`config.mk`:
```
export PLATFORM = sky130hd
export DESIGN_NAME = salru_way_unit
export DESIGN_NICKNAME = d
export VERILOG_FILES = /design/src/rtl/set_assoc_lru_tag_store_assert.svh /design/src/rtl/salru_pkg.sv /design/src/rtl/salru_way_unit.sv
export SDC_FILE = /design/constraint.sdc
export NUM_CORES = 1
export LEC_CHECK = 0
export BUFFER_PORTS_ARGS = -buffer_cell sky130_fd_sc_hd__buf_2
export CAP_MARGIN = 30
export CELL_PAD_IN_SITES_DETAIL_PLACEMENT = 0
export CELL_PAD_IN_SITES_GLOBAL_PLACEMENT = 1
export CORE_ASPECT_RATIO = 0.7
export CORE_MARGIN = 2
export CORE_UTILIZATION = 15
export DETAILED_ROUTE_END_ITERATION = 16
export GPL_TIMING_DRIVEN = 0
export MAX_ROUTING_LAYER = met4
export PLACE_DENSITY_LB_ADDON = 0.05
export SETUP_SLACK_MARGIN = 0.02
export SYNTH_ARGS = -nofsm -noshare
export SYNTH_HDL_FRONTEND = slang
export SYNTH_SLANG_ARGS = --single-unit
```
`constraint.sdc`:
```
create_clock -name vclk -period 1.1
set_input_delay 0.165 -clock vclk [all_inputs]
set_output_delay 0.165 -clock vclk [all_outputs]
set_load 0.03 [all_outputs]
```
`src/rtl/set_assoc_lru_tag_store_assert.svh`:
```
// Assertion macros shared by the tag store RTL.
// Needs clk and rst_n in the scope of the module that uses them.
`ifndef SET_ASSOC_LRU_TAG_STORE_ASSERT_SVH
`define SET_ASSOC_LRU_TAG_STORE_ASSERT_SVH

// Same-cycle implication, checked out of reset.
`define SALRU_ASSERT_IMP(label, ante, cons, msg) \
    label: assert property (@(posedge clk) disable iff (!rst_n) (ante) |-> (cons)) \
        else $error(msg);

// Next-cycle implication, checked out of reset.
`define SALRU_ASSERT_NXT(label, ante, cons, msg) \
    label: assert property (@(posedge clk) disable iff (!rst_n) (ante) |=> (cons)) \
        else $error(msg);

`endif

```
`src/rtl/salru_pkg.sv`:
```
// Types and constants of the set-associative LRU tag store.
// No dependencies; imported by salru_way_unit and the top level.
`timescale 1ns / 1ps

package salru_pkg;

    localparam int ADDR_W = 32;
    localparam int CNT_W  = 32;
    localparam int LAT_W  = 5;
    localparam int OUT_W  = 72;  // hit + latency + two counters, padded to bytes

    localparam logic [LAT_W-1:0] LAT_HIT  = 5'd10;
    localparam logic [LAT_W-1:0] LAT_MISS = 5'd20;

    localparam logic OP_ACCESS = 1'b0;
    localparam logic OP_PROBE  = 1'b1;

    typedef enum logic [2:0] {
        ST_CLEAR,
        ST_IDLE,
        ST_LOAD,
        ST_SCAN,
        ST_UPDATE,
        ST_WRITE,
        ST_DONE
    } state_t;

    // compare flags from the shared way unit
    typedef struct packed {
        logic tag_match;
        logic age_ge;
    } way_cmp_t;

endpackage

```
`src/rtl/salru_way_unit.sv`:
```
// Shared per-way unit: tag compare, age compare and LRU age step.
// Depends on salru_pkg.
`timescale 1ns / 1ps

module salru_way_unit #(
    parameter int TAGW = 19,
    parameter int AGEW = 2
) (
    input  logic [TAGW-1:0]   cur_tag,
    input  logic [TAGW-1:0]   way_tag,
    input  logic              way_valid,
    input  logic [AGEW-1:0]   way_age,
    input  logic [AGEW-1:0]   best_age,
    input  logic [AGEW-1:0]   ref_age,
    input  logic              inc_all,
    input  logic              is_target,
    output salru_pkg::way_cmp_t cmp,
    output logic [AGEW-1:0]   age_next
);

    import salru_pkg::*;

    always_comb
    begin
        cmp.tag_match = way_valid && (way_tag == cur_tag);
        cmp.age_ge    = (way_age >= best_age);
        if (is_target)
        begin
            age_next = '0;
        end
        else if (inc_all || (way_age < ref_age))
        begin
            age_next = AGEW'(way_age + 1'b1);
        end
        else
        begin
            age_next = way_age;
        end
    end

endmodule

```
==> out/qor.yml, run 1 <==
power:
  ir_drop_mv: 0.188
  p_leak_nw: 0.394
  total_power_mw: 0.318
  p_per_area_mw_per_mm2: 403
worst_hold_path:
  min_path_type: "in2out"
final_layout:
  numSequentialCells: 0
  post-route-util_pct: 41.1
  diodes: 0
  regArea_um2: 0
  clkbuf_count: 0
  final_cells: 116
  drive_above_1_share_pct: 71.3
  nets: 146
  syn_to_final_growth_pct: 149
synth:
  seq_area_frac_synth_pct: 0
  syn_nets: 92
  synthTopCellsByArea: "xor2_1 (36%), xnor2_1 (19%), ha_1 (12%), nor4_1 (5.9%), inv_1 (4.7%)"
  synthDistinctLibCells: 14
  synthCells: 42
  yosysTopAreaCell: "xor2_1"
  syn_area_um2: 317
  yosysTopAreaCellShare_pct: 36.0
  yosys_warnings: 0
  syn_area_per_cell_um2: 7.54
sta:
  setup_viol: 3
  hold_violations: 0
  fin_crit_ns: 1.33
  grt_setup_unrepaired: "yes"
  worst_slack_ns: -0.229
  fmax_ghz: 0.752
  slew_headroom_pct: 84.5
  finalCritPeriodShare_pct: 121
  worstMarginPinSlew_ns: 0.230
  slew_violations: 0
  finalSetupTns_ns: -0.582
die:
  num_rows: 13
  dieArea_mm2: 0.00250
  dieWidth_um: 58.9
  start_util_pct: 16.5
  die_h_um: 42.4
  ioPinCount: 51
  core_area_mm2: 0.00192
worst_setup_path:
  cp_top_family: "simple AND/OR/NAND/NOR gates"
  path_cells: "buf_2, xor2_1, nor4_1, nand3_1, nor3_4, buf_6"
  endpoint_kind: "output port"
  cp.required_ns: 0.94
  cp_max_fo: 1
  cpPeakStageDelay_ns: 0.27
  path_class: "in2out"
  worst_setup_path_start_kind: "primary input"
  slowest_stage: "nor4_1"
  cp.arrival_ns: 1.16
  cp.buffers_inverters: 2
global_route:
  gr-usage-all-layers_pct: 8.34
  antenna_found_initial: 0
  grt_pass1_vias: 451
  gr-total-overflow: 0
  grt_max_degree: 4
  grt_first_pass_wirelength_um: 1670
drt:
  vias_per_cell: 4.09
  drc_errors: 3
  routedWlPerCell_um: 9.71
  wl_um: 1130
  ant_nets: 0
  drtPass1Iterations: 9
  dr_total_vias: 474
  initialDrtViolationCount: 4
placement:
  dpl.cell_count: 115
  pre_cts_slack_ns: -0.372
  post-dp-hpwl_um: 1010
  port_buffers: 51
  gp_congestion: 0.666
outcome:
  violations: "design-rule violations, negative setup slack"
  status: "complete, but fails checks"
clock_network:
  hold_buffers: 0
job:
  drv_cap: 0
[cell families after synthesis]
family	synth area share, %
buffers and inverters	4.74
AND/OR/NAND/NOR	20.2
adder cells (fa/ha/maj)	11.9
AO/OA/AOI/OAI	7.90
XOR/XNOR	55.3
[Yosys cell counts]
master and n:
a21oi_1 1, nor3_2 1, o21ai_0 1, nand4_1 2, nand3_1 1, xor2_1 13, ha_1 3, inv_1 4
nor2_1 3, xnor2_1 7, a21o_1 1, o31ai_1 1, nor4_1 3, nand2b_1 1
[placed cells by master, fill, tap and decap left out]
cell type	synthesis	routed
inv_12	0	1
nand2b_4	0	1
buf_6	0	8
o21ai_4	0	1
a21oi_2	0	1
inv_4	0	1
nor4_2	0	2
buf_8	0	2
inv_1	4	2
nor2_2	0	1
o31ai_2	0	1
ha_4	0	2
nor4_1	3	1
ha_1	3	1
nor3_4	0	1
a21o_1	1	1
xnor2_1	7	7
nand4_1	2	2
buf_4	0	1
xor2_1	13	12
xor2_2	0	1
buf_2	0	41
nor2_4	0	2
nand3_1	1	1
[worst min-delay path: stages]
cell and delay, ns:
buf_2 0.12, nor2_4 0.04, buf_6 0.13
[timing repair]
item	in CTS	in global routing
endpoints found under the setup margin	4	4
resized for setup	26	6
setup buffers	0	1
pin swaps	10	6
[worst paths after layout]
| check | cells past startpoint | endpoint | start | slack, ns |
|---|---|---|---|---|
| max | 6 | cmp[1] | cur_tag[16] | -0.23 |
| min | 3 | age_next[1] | is_target | 0.62 |
[per-stage QoR]
step                      instance area [um^2]  hold WS (ns)
after floorplan                            358         0.371
after global placement                     641         0.645
after detailed placement                   641         0.646
after CTS                                  748         0.610
after global routing                       788         0.640
final                                      788         0.621
[power by group]
group	switching [mW]	total, mW	internal (mW)
sequential	0	0	0
clock	0	0	0
combinational	0.137	0.318	0.181
total	0.137	0.318	0.181
[per-layer routing]
layer / part of all wire (%) / track usage, %
met2: 55 / 17.1
met5: 0 / -
met1: 34 / 9.06
met3: 11 / 0.617
met4: 0 / 0
[cell type report]
type / instances / area, um^2
Inverter: 4 / 30.0
Fill cell: 195 / 1130
Multi-Input combinational cell: 38 / 398
Timing Repair Buffer: 52 / 333
Tap cell: 22 / 27.5
(Power assumes the default switching activity.)
==> run 2: changes to the inputs <==
- MAX_ROUTING_LAYER: met4 -> not set
==> run 2 against run 1 <==
Compared with the run above: the run still ends with design-rule violations, negative setup slack left; combinational power is essentially flat; non-clock buffer count did not move; sequential share of layout area is the same; clock-buffer cell count stayed put; critical endpoint unchanged.
==> out/qor.yml, run 2 (synthesized netlist as in run 1, its figures left out) <==
global_route:
  gr-usage-all-layers_pct: 8.12  # -0.22 points
  grt_first_pass_wirelength_um: 1670  # unchanged
  grt_max_degree: 4  # unchanged
  antenna_found_initial: 0  # unchanged
  grt_pass1_vias: 451  # unchanged
  gr-total-overflow: 0  # unchanged
die:
  start_util_pct: 16.5  # unchanged
  ioPinCount: 51  # unchanged
  core_area_mm2: 0.00192  # unchanged
  num_rows: 13  # unchanged
  die_h_um: 42.4  # unchanged
  dieArea_mm2: 0.00250  # unchanged
  dieWidth_um: 58.9  # unchanged
power:
  ir_drop_mv: 0.188  # about the same
  p_per_area_mw_per_mm2: 403  # about the same
  total_power_mw: 0.318  # about the same
  p_leak_nw: 0.394  # unchanged
sta:
  fmax_ghz: 0.752  # unchanged
  setup_viol: 3  # unchanged
  slew_violations: 0  # unchanged
  grt_setup_unrepaired: "yes"
  slew_headroom_pct: 84.5  # unchanged
  fin_crit_ns: 1.33  # unchanged
  finalCritPeriodShare_pct: 121  # unchanged
  finalHoldWorstSlack_ns: 0.622  # +0.00131 ns
  worstMarginPinSlew_ns: 0.230  # unchanged
  finalSetupTns_ns: -0.582  # -0.000690 ns
  worst_slack_ns: -0.229  # unchanged
  hold_violations: 0  # unchanged
outcome:
  violations: "design-rule violations, negative setup slack"
  status: "complete, but fails checks"
final_layout:
  numSequentialCells: 0  # unchanged
  final_cells: 116  # unchanged
  fin_area_um2: 788  # unchanged
  post-route-util_pct: 41.1  # unchanged
  diodes: 0  # unchanged
  final_cell_mix: "buf_2 (41), xor2_1 (12), buf_6 (8)"
  nets: 146  # unchanged
  fillers: 195  # unchanged
  regArea_um2: 0  # unchanged
  clkbuf_count: 0  # unchanged
  drive_above_1_share_pct: 71.3  # unchanged
  final_common_cell: "buf_2"
  syn_to_final_growth_pct: 149  # unchanged
drt:
  drtPass1Iterations: 9  # unchanged
  ant_nets: 0  # unchanged
  drc_errors: 3  # unchanged
  vias_per_cell: 4.09  # unchanged
  initialDrtViolationCount: 4  # unchanged
  dr_total_vias: 474  # unchanged
  wl_um: 1130  # about the same
  routedWlPerCell_um: 9.70  # about the same
placement:
  dpl.cell_count: 115  # unchanged
  dpl_cell_area_um2: 641  # unchanged
  post-dp-hpwl_um: 1010  # unchanged
  gp_congestion: 0.660  # -0.92%
  pre_cts_slack_ns: -0.372  # unchanged
  port_buffers: 51  # unchanged
worst_hold_path:
  min_path_type: "in2out"
  holdPathStages: 3  # unchanged
clock_network:
  hold_buffers: 0  # unchanged
worst_setup_path:
  path_class: "in2out"
  endpoint_kind: "output port"
  cp.arrival_ns: 1.16  # about the same
  cp_max_fo: 1  # unchanged
  cp.required_ns: 0.94  # about the same
  worst_setup_path_start_kind: "primary input"
job:
  drv_cap: 0  # unchanged
==> run 2: cell counts in the layout (fill, tap and decap cells not counted) <==
No cell type changed its count.
==> run 2: layer usage <==
metal,up-vias,routed length [um],track usage (%),part of all wire (%)
li1,245,-,-,-
met4,0,0,0,0
met3,0,122,0.617,11
met5,-,0,0,0
met2,27,624,17.1,55
met1,202,377,9.06,34
==> run 2: layout make-up <==
| class | instances | area, um^2 | area share (%) |
|---|---|---|---|
| Inverter | 4 | 30.0 | 3.81 |
| Multi-Input combinational cell | 38 | 398 | 50.5 |
| Tap cell | 22 | 27.5 | 3.49 |
| Timing Repair Buffer | 52 | 333 | 42.2 |
==> run 2: critical path: stages <==
cell and delay (ns):
buf_2 0.10, xor2_1 0.15, nor4_1 0.27, nand3_1 0.17, nor3_4 0.15, buf_6 0.15
==> run 2: what timing repair did <==
item	CTS	global route
buffers inserted	0	1
pin swaps	10	6
endpoints found under the setup margin	4	4
gates resized for setup	26	6
==> run 2: power breakdown <==
group          internal, mW  switching [mW]  total [mW]
clock                     0               0           0
sequential                0               0           0
combinational         0.181           0.137       0.318
total                 0.181           0.137       0.318
==> run 2: path summary, 6_finish.rpt <==
| path | from | endpoint | slack (ns) |
|---|---|---|---|
| worst max-delay path | cur_tag[16] | cmp[1] | -0.23 |
| worst min-delay path | is_target | age_next[1] | 0.62 |
