[src/rtl/set_assoc_lru_tag_store_assert.svh]
// Assertion macros shared by the tag store RTL.
// Needs clk and rst_n in the scope of the module that uses them.
`ifndef SET_ASSOC_LRU_TAG_STORE_ASSERT_SVH
`define SET_ASSOC_LRU_TAG_STORE_ASSERT_SVH

// Same-cycle implication, checked out of reset.
`define SALRU_ASSERT_IMP(label, ante, cons, msg) \
    label: assert property (@(posedge clk) disable iff (!rst_n) (ante) |-> (cons)) \
        else $error(msg);

// Next-cycle implication, checked out of reset.
`define SALRU_ASSERT_NXT(label, ante, cons, msg) \
    label: assert property (@(posedge clk) disable iff (!rst_n) (ante) |=> (cons)) \
        else $error(msg);

`endif

[src/rtl/salru_ram.sv]
// Generic single-write, single-read RAM with registered read data.
// No dependencies.
`timescale 1ns / 1ps

module salru_ram #(
    parameter int WIDTH = 8,
    parameter int DEPTH = 16
) (
    input  logic                                     clk,
    input  logic                                     we,
    input  logic [(DEPTH > 1 ? $clog2(DEPTH) : 1)-1:0] waddr,
    input  logic [WIDTH-1:0]                         wdata,
    input  logic                                     re,
    input  logic [(DEPTH > 1 ? $clog2(DEPTH) : 1)-1:0] raddr,
    output logic [WIDTH-1:0]                         rdata
);

    logic [WIDTH-1:0] mem [DEPTH];

    always_ff @(posedge clk)
    begin
        if (we)
        begin
            mem[waddr] <= wdata;
        end
        if (re)
        begin
            rdata <= mem[raddr];
        end
    end

endmodule

[config.mk]
export PLATFORM = sky130hd
export DESIGN_NAME = salru_ram
export DESIGN_NICKNAME = d
export VERILOG_FILES = /design/src/rtl/set_assoc_lru_tag_store_assert.svh /design/src/rtl/salru_ram.sv
export SDC_FILE = /design/constraint.sdc
export NUM_CORES = 1
export LEC_CHECK = 0
export BUFFER_PORTS_ARGS = -buffer_cell sky130_fd_sc_hd__buf_4
export CAP_MARGIN = 20
export CELL_PAD_IN_SITES_DETAIL_PLACEMENT = 1
export CELL_PAD_IN_SITES_GLOBAL_PLACEMENT = 2
export CORE_UTILIZATION = 35
export DETAILED_ROUTE_END_ITERATION = 10
export PLACE_DENSITY_LB_ADDON = 0.15
export SYNTH_ARGS = -nofsm -noshare
export SYNTH_HDL_FRONTEND = slang
export SYNTH_SLANG_ARGS = --single-unit
[constraint.sdc]
create_clock -name clk -period 1.9 [get_ports clk]
set_clock_uncertainty 0.15 [all_clocks]
set_input_delay 0.19 -clock clk [delete_from_list [all_inputs] [get_ports clk]]
set_output_delay 0.19 -clock clk [all_outputs]
set_load 0.1 [all_outputs]
==> results.tsv, run 1 <==
metric	value	unit
cell count of the worst reg-to-reg path	3	
DR WL/cell	21.0	um
CP Buf/Inv Count	0	
top-count cell post-synth	edfxtp_1	
Die H	124	um
Area Overhead vs Synth	23.3	%
DP HPWL	6.97	mm
crit path cell chain	mux4_1, a22oi_1, nand2_1	
synthesized area	5230	um^2
min-delay src	waddr[0]	
Worst path max stage delay	0.49	ns
wire length on met2	5.24	mm
hold crit path type	input pin to flop	
largest net degree at the start of global routing	18	
Sink Count	136	
Worst Path Max Fanout	1	
Clock Path Buffers	2	
actual slew at the worst max-slew pin	0.750	ns
antenna violations before repair	0	
Core Footprint	14500	um^2
pwr/cell area	1080	nW/um^2
highest metal used	met4	
Rel. slew slack	49.8	%
Worst Setup SP	mem[0][5]	
Die W	124	um
Pwr Total	6940	uW
Main synth FF type	edfxtp_1	
layout cells sized above 1	31.4	%
WP data required	1.88	ns
vias per inst	4.96	
final hold slack	0.152	ns
asr flop ratio synth	0	%
synth top area cells	edfxtp_1, mux4_2, mux4_1	
Post-Syn Area per Cell	22.8	um^2
Port Buffers	26	
FF+latch count, synth	136	
CTS buffer count	17	
post-synthesis sequential area ratio	78.1	%
Met3 Wirelength	311	um
area occupied by multi-input gates	1060	um^2
via count	2446	
syn_nets	248	
endpoint class of the critical path	flop	
Clock Tree Root	clkbuf_16	
Post-synth EDFFs	136	
Synth Instances	229	
fmax	0.597	GHz
Setup Fix Bufs, Post-CTS	0	
fillers	1392	
antenna-violating nets left	0	
Min-Delay Path Depth	3	
global-route wire length before repair	16.0	mm
Crit path depth	3	
post-synth top area cell	edfxtp_1	
Critical Path Slowest Stage Cell	mux4_1	
critical setup path kind	flop to flop	
DRC	0	
Leak	0.00218	uW
Fin. Hold Viols	0	
initial DRC count	144	
H-tree depth	4	
period utilization	88.1	%
Starting Density	36.0	%
VDD IR max	0.593	mV
setup TNS	0	ns
total grt overflow	0	
register area	4080	um^2
Final Wtd Congestion	0.692	
Yosys Warn Count	0	
Worst path top cell family by delay	multiplexers	
die area	15400	um^2
Pre-Repair DR Iteration Count	4	
ANT cells	0	
Max Cap Violations	0	
vias in the first global route	2697	
global-route usage over all layers	14.7	%
fin crit period	1.67	ns
post-synth top area share	78.1	%
RSZ-0062 raised after global routing	no	
CTS tree	done	
FP Rows	44	
M1 WL	4.73	mm
fin. max-slew vios	0	
Final Util	44.4	%
status	finished, final reports clean	
CP Launch Type	flop	
Final #Nets	316	
CP arrival	1.65	ns
top post-synthesis cells by count	edfxtp_1, mux4_2, a22oi_1, mux4_1, nor2_1	
Post-Route WL	10.3	mm
Clk Latency, worst-skew pair	0.41	ns
Yosys cell types	18	
Clock transition at path regs	0.06	ns
final setup violation count	0	
Ports	27	
r2r startpoint	mem[0][5]	
## cell families after synthesis
kind of cell	share of synthesized area (%)
mux	14.8
buf+inv	1.65
compound gates	2.30
flops	78.1
simple gates	3.14
## path summary, 6_finish.rpt
kind / end / slack, ns
min reg2reg: rdata[3] / 0.60
min: mem[8][5] / 0.15
max reg2reg: rdata[5] / 0.23
max: rdata[5] / 0.23
## placed cells by master, fill, tap and decap left out, types with 3 or more instances in the layout
| cell type | netlist | layout |
|---|---|---|
| mux4_1 | 14 | 14 |
| clkinv_1 | 0 | 3 |
| nor3_1 | 4 | 4 |
| clkinv_2 | 0 | 3 |
| buf_12 | 0 | 4 |
| clkinvlp_4 | 0 | 3 |
| clkbuf_16 | 0 | 17 |
| edfxtp_1 | 136 | 136 |
| nor2_1 | 13 | 13 |
| nand2_1 | 9 | 9 |
| dlygate4sd3_1 | 0 | 9 |
| clkinv_4 | 0 | 3 |
| buf_4 | 1 | 46 |
| mux4_2 | 18 | 18 |
| a22oi_1 | 16 | 16 |
## worst reg2reg max path: stages (launching register included)
cell and delay, ns:
edfxtp_1 0.36, mux4_1 0.49, a22oi_1 0.25, nand2_1 0.15
## per-stage QoR
step | area [um^2] | std cells | setup WS, ns
finish | 6450 | 493 | 0.225
global route | 6450 | 493 | 0.171
CTS | 6450 | 493 | 0.235
detailed placement | 5800 | 453 | 0.0296
global placement | 5800 | 453 | 0.0149
floorplan | 5230 | 229 | 0.0671
## sequential cells by signal, indices dropped and copies added, names as in the netlist
signal and flops:
mem 128, rdata 8
## routing by layer
metal / track usage (%) / vias to the layer above
li1: - / 1118
met1: 18.9 / 1281
met2: 24.0 / 43
met3: 4.01 / 4
met4: 4.89 / 0
met5: 0 / -
## timing repair
action                    CTS  global route
hold buffers                9             0
hold endpoints to repair  136             0
resized for setup           0             0
## power by group
group | leakage [uW] | internal (uW) | switching [uW]
clock | 0.000267 | 1900 | 1170
sequential | 0.00124 | 3380 | 16.9
combinational | 0.000676 | 176 | 287
## final cells by class
type	count	area share (%)
flip-flops and latches	136	63.3
multi-input cells	83	16.4
repair buffers	59	8.00
clock buffers	17	6.60
well taps	184	3.57
clock inverters	14	2.10
No activity file was read; power rests on OpenSTA's default activity.
==> run 2, diff against run 1 <==
--- a/config.mk
+++ b/config.mk
@@ -9,7 +9,9 @@
 export CAP_MARGIN = 20
 export CELL_PAD_IN_SITES_DETAIL_PLACEMENT = 1
 export CELL_PAD_IN_SITES_GLOBAL_PLACEMENT = 2
+export CORE_MARGIN = 4
 export CORE_UTILIZATION = 35
+export CTS_BUF_LIST = sky130_fd_sc_hd__clkbuf_16
 export DETAILED_ROUTE_END_ITERATION = 10
 export PLACE_DENSITY_LB_ADDON = 0.15
 export SYNTH_ARGS = -nofsm -noshare
==> results.tsv, run 2 (same netlist as run 1, synthesis figures left out) <==
metric	value	unit	change
Core Footprint	14600	um^2	+0.38%
Worst Path Max Fanout	1		unchanged
final hold slack	0.153	ns	+0.000644 ns
endpoint class of the critical path	flop		
die area	17000	um^2	+9.9%
Final #Nets	317		+0.32%
fin crit period	1.68	ns	+0.00509 ns
ANT cells	0		unchanged
Port Buffers	26		unchanged
Clock transition at path regs	0.05	ns	about the same
via count	2496		+2.0%
Die H	130	um	+4.8%
WP data required	1.90	ns	+0.02 ns
antenna-violating nets left	0		unchanged
most frequent cells in the layout	edfxtp_1, buf_4, mux4_2		
Min-Delay Path Depth	3		unchanged
VDD IR max	0.627	mV	+5.8%
vias in the first global route	2728		+1.1%
CP arrival	1.68	ns	+0.03 ns
DR WL/cell	22.3	um	+6.0%
Fin. Hold Viols	0		unchanged
FP Rows	44		unchanged
Sink Count	136		unchanged
Clk Latency, worst-skew pair	0.42	ns	about the same
cell count of the worst reg-to-reg path	3		unchanged
layout cells sized above 1	30.2	%	-1.2 points
initial DRC count	166		+15%
GR met1 Demand/Resource	19.3	%	+0.43 points
Final Wtd Congestion	0.653		-5.7%
DRC	0		unchanged
Max Cap Violations	0		unchanged
Starting Density	35.8	%	-0.14 points
Area Overhead vs Synth	23.3	%	unchanged
largest net degree at the start of global routing	17		-1
RSZ-0062 raised after global routing	no		
DP HPWL	7.41	mm	+6.3%
status	finished, final reports clean		
Clock Tree Root	clkbuf_16		
Pre-Repair DR Iteration Count	4		unchanged
max reg flops	128		unchanged
critical setup path kind	flop to flop		
global-route wire length before repair	16.8	mm	+5.0%
Post-Route WL	11.0	mm	+6.5%
most common cell after layout, fill and taps aside	edfxtp_1		
Rel. slew slack	41.3	%	-8.5 points
total grt overflow	0		unchanged
post_cts resized	0		unchanged
biggest regs	mem x128, rdata x8		
pwr/cell area	1110	nW/um^2	+2.8%
fin. max-slew vios	0		unchanged
CTS buffer count	17		unchanged
period utilization	88.4	%	+0.27 points
Pwr Total	7130	uW	+2.8%
largest register by flop count	mem		
hold crit path type	input pin to flop		
vias per inst	5.04		+1.6%
Clock Path Buffers	2		unchanged
met3 GRT Util	4.13	%	+0.13 points
global-route usage over all layers	14.5	%	-0.16 points
Leak	0.00220	uW	+0.82%
Setup Fix Bufs, Post-CTS	0		unchanged
global routing usage on met2	22.7	%	-1.3 points
actual slew at the worst max-slew pin	0.879	ns	+0.129 ns
final setup violation count	0		unchanged
Die W	130	um	+4.8%
H-tree depth	4		unchanged
fmax	0.595	GHz	-0.30%
CP Launch Type	flop		
antenna violations before repair	0		unchanged
CTS tree	done		
Ports	27		unchanged
GRT busiest layer	met2		
[run 2: changes by cell type in the layout (fill, tap and decap cells not counted)]
cell and delta:
buf_12 -3, buf_4 +4, inv_1 +1, clkinv_4 -3, clkinvlp_4 -3, clkinv_1 +4, bufinv_16 +2
[run 2: path summary, 6_finish.rpt]
kind | start | endpoint | slack [ns]
max | mem[10][1] | rdata[1] | 0.22
min | waddr[0] | mem[12][5] | 0.15
max reg2reg | mem[10][1] | rdata[1] | 0.22
min reg2reg | mem[15][4] | rdata[4] | 0.58
[run 2: where the power goes]
part           switching (uW)  internal, uW
logic                     285           169
registers                19.7          3380
clock network            1130          2140
total                    1430          5700
[run 2: stage by stage]
stage / TNS (ns) / area (um^2) / utilization, % / setup slack (ns) / std cells
after floorplan: 0 / 5230 / - / 0.0671 / 229
after global placement: -0.296 / 5770 / 39.5 / -0.0908 / 454
after detailed placement: -0.479 / 5770 / 39.5 / -0.147 / 454
after CTS: 0 / 6450 / 44.2 / 0.162 / 495
after global routing: 0 / 6450 / 44.2 / 0.132 / 495
final: 0 / 6450 / 44.2 / 0.220 / 495
[run 2: cell type report]
type                    count  area (um^2)
multi-input cells          83         1060
well taps                 184          230
fillers                  1357         8140
clock inverters            15          165
repair buffers             60          485
flip-flops and latches    136         4080
clock buffers              17          425
[run 2: metal layers]
metal  routed length (um)  part of all wire (%)
met1                 4860                    44
met2                 5450                    49
met3                  517                   4.7
met4                  193                   1.8
met5                    0                     0
[run 2: what timing repair did]
action	4_1_cts	5_1_grt
hold buffers	9	0
hold endpoints to repair	136	0
setup endpoints to repair	0	0
[run 2: worst max-delay path, cell delays in order (launching register included)]
cell and delay, ns:
edfxtp_1 0.36, mux4_1 0.50, a22oi_1 0.30, nand2_1 0.11
==> run 3, diff against run 2 <==
--- a/config.mk
+++ b/config.mk
@@ -14,6 +14,7 @@
 export CTS_BUF_LIST = sky130_fd_sc_hd__clkbuf_16
 export DETAILED_ROUTE_END_ITERATION = 10
 export PLACE_DENSITY_LB_ADDON = 0.15
+export RECOVER_POWER = 100
 export SYNTH_ARGS = -nofsm -noshare
 export SYNTH_HDL_FRONTEND = slang
 export SYNTH_SLANG_ARGS = --single-unit
==> results.tsv, run 3 (same netlist as run 1, synthesis figures left out) <==
metric	value	unit	change
CTS buffer count	17		unchanged
VDD IR max	0.624	mV	-0.50%
vias per inst	5.10		+1.1%
Final Util	43.4	%	-0.83 points
most common cell after layout, fill and taps aside	edfxtp_1		
H-tree depth	4		unchanged
WP data required	1.90	ns	about the same
Pwr Total	7100	uW	-0.40%
fmax	0.594	GHz	-0.18%
CP arrival	1.68	ns	about the same
Max Cap Violations	0		unchanged
period utilization	88.6	%	+0.16 points
DR WL/cell	22.3	um	+0.34%
Worst Path Max Fanout	1		unchanged
Ports	27		unchanged
Clock Path Buffers	2		unchanged
max reg flops	128		unchanged
Final #Nets	317		unchanged
critical setup path kind	flop to flop		
global-route usage over all layers	14.5	%	unchanged
Setup Fix Bufs, Post-CTS	0		unchanged
layout cells sized above 1	21.5	%	-8.7 points
initial DRC count	183		+10%
DRC	0		unchanged
fin crit period	1.68	ns	+0.00302 ns
most frequent cells in the layout	edfxtp_1, clkbuf_1, mux4_2		
min-delay src	raddr[1]		
Clk Latency, worst-skew pair	0.41	ns	about the same
global-route wire length before repair	16.8	mm	unchanged
final setup violation count	0		unchanged
hold crit path type	input pin to flop		
Rel. slew slack	41.1	%	-0.19 points
Worst Setup SP	mem[10][1]		
Clock transition at path regs	0.05	ns	about the same
DP HPWL	7.41	mm	unchanged
biggest regs	mem x128, rdata x8		
RSZ-0062 raised after global routing	no		
antenna violations before repair	0		unchanged
CTS tree	done		
actual slew at the worst max-slew pin	0.882	ns	+0.00284 ns
ANT cells	0		unchanged
Die H	130	um	unchanged
largest register by flop count	mem		
status	finished, final reports clean		
setup TNS	0	ns	unchanged
antenna-violating nets left	0		unchanged
pwr/cell area	1120	nW/um^2	+1.5%
Die W	130	um	unchanged
Clock Tree Root	clkbuf_16		
r2r startpoint	mem[10][1]		
fin. max-slew vios	0		unchanged
die area	17000	um^2	unchanged
Core Footprint	14600	um^2	unchanged
Post-Route WL	11.1	mm	+0.34%
Final Wtd Congestion	0.653		unchanged
CTS Hold Bufs	9		unchanged
total grt overflow	0		unchanged
Pre-Repair DR Iteration Count	4		unchanged
Sink Count	136		unchanged
post_cts resized	0		unchanged
Fin. Hold Viols	0		unchanged
vias in the first global route	2728		unchanged
largest net degree at the start of global routing	17		unchanged
FP Rows	44		unchanged
Port Buffers	26		unchanged
Starting Density	35.8	%	unchanged
CP Launch Type	flop		
Area Overhead vs Synth	21.0	%	
via count	2524		+1.1%
Leak	0.00208	uW	-5.1%
endpoint class of the critical path	flop		
[run 3: cell types whose count changed in the layout (fill, tap and decap cells not counted)]
cell and change:
clkbuf_1 +27, clkbuf_2 +8, buf_4 -35
[run 3: path summary, 6_finish.rpt]
| path | endpoint | slack (ns) | cells after the start |
|---|---|---|---|
| setup / recovery | rdata[1] | 0.22 | 3 |
| hold / removal | rdata[4] | 0.25 | 4 |
| setup reg to reg | rdata[1] | 0.22 | 3 |
| hold reg to reg | rdata[4] | 0.58 | 3 |
[run 3: critical path, stage by stage, from the launching register on]
cell      delay, ns
edfxtp_1       0.36
mux4_1         0.50
a22oi_1        0.30
nand2_1        0.11
[run 3: layer usage]
layer	part of all wire, %	GRT usage [%]
met3	4.1	4.13
met5	0	0
met2	49	22.7
met1	45	19.3
met4	1.8	5.68
[run 3: area by class of cell]
| class | instances | area [um^2] |
|---|---|---|
| Fill cell | 1371 | 8260 |
| Sequential cell | 136 | 4080 |
| Multi-Input combinational cell | 83 | 1060 |
| Clock buffer | 17 | 425 |
| Timing Repair Buffer | 60 | 364 |
| Tap cell | 184 | 230 |
| Clock inverter | 15 | 165 |
[run 3: power breakdown]
group	total [uW]	internal (uW)	leakage [uW]	switching, uW
clock	3270	2140	0.000294	1120
sequential	3400	3380	0.00124	19.3
combinational	430	144	0.000554	285
total	7100	5670	0.00208	1430
[run 3: metrics by stage]
step           hold slack [ns]  worst slack, ns  area, um^2  std cells
2_1_floorplan            0.139           0.0671        5230        229
3_3_place_gp             0.349          -0.0908        5770        454
3_5_place_dp             0.365           -0.147        5770        454
4_1_cts                  0.135            0.162        6450        495
5_1_grt                  0.255            0.132        6330        495
6_report                 0.248            0.217        6330        495
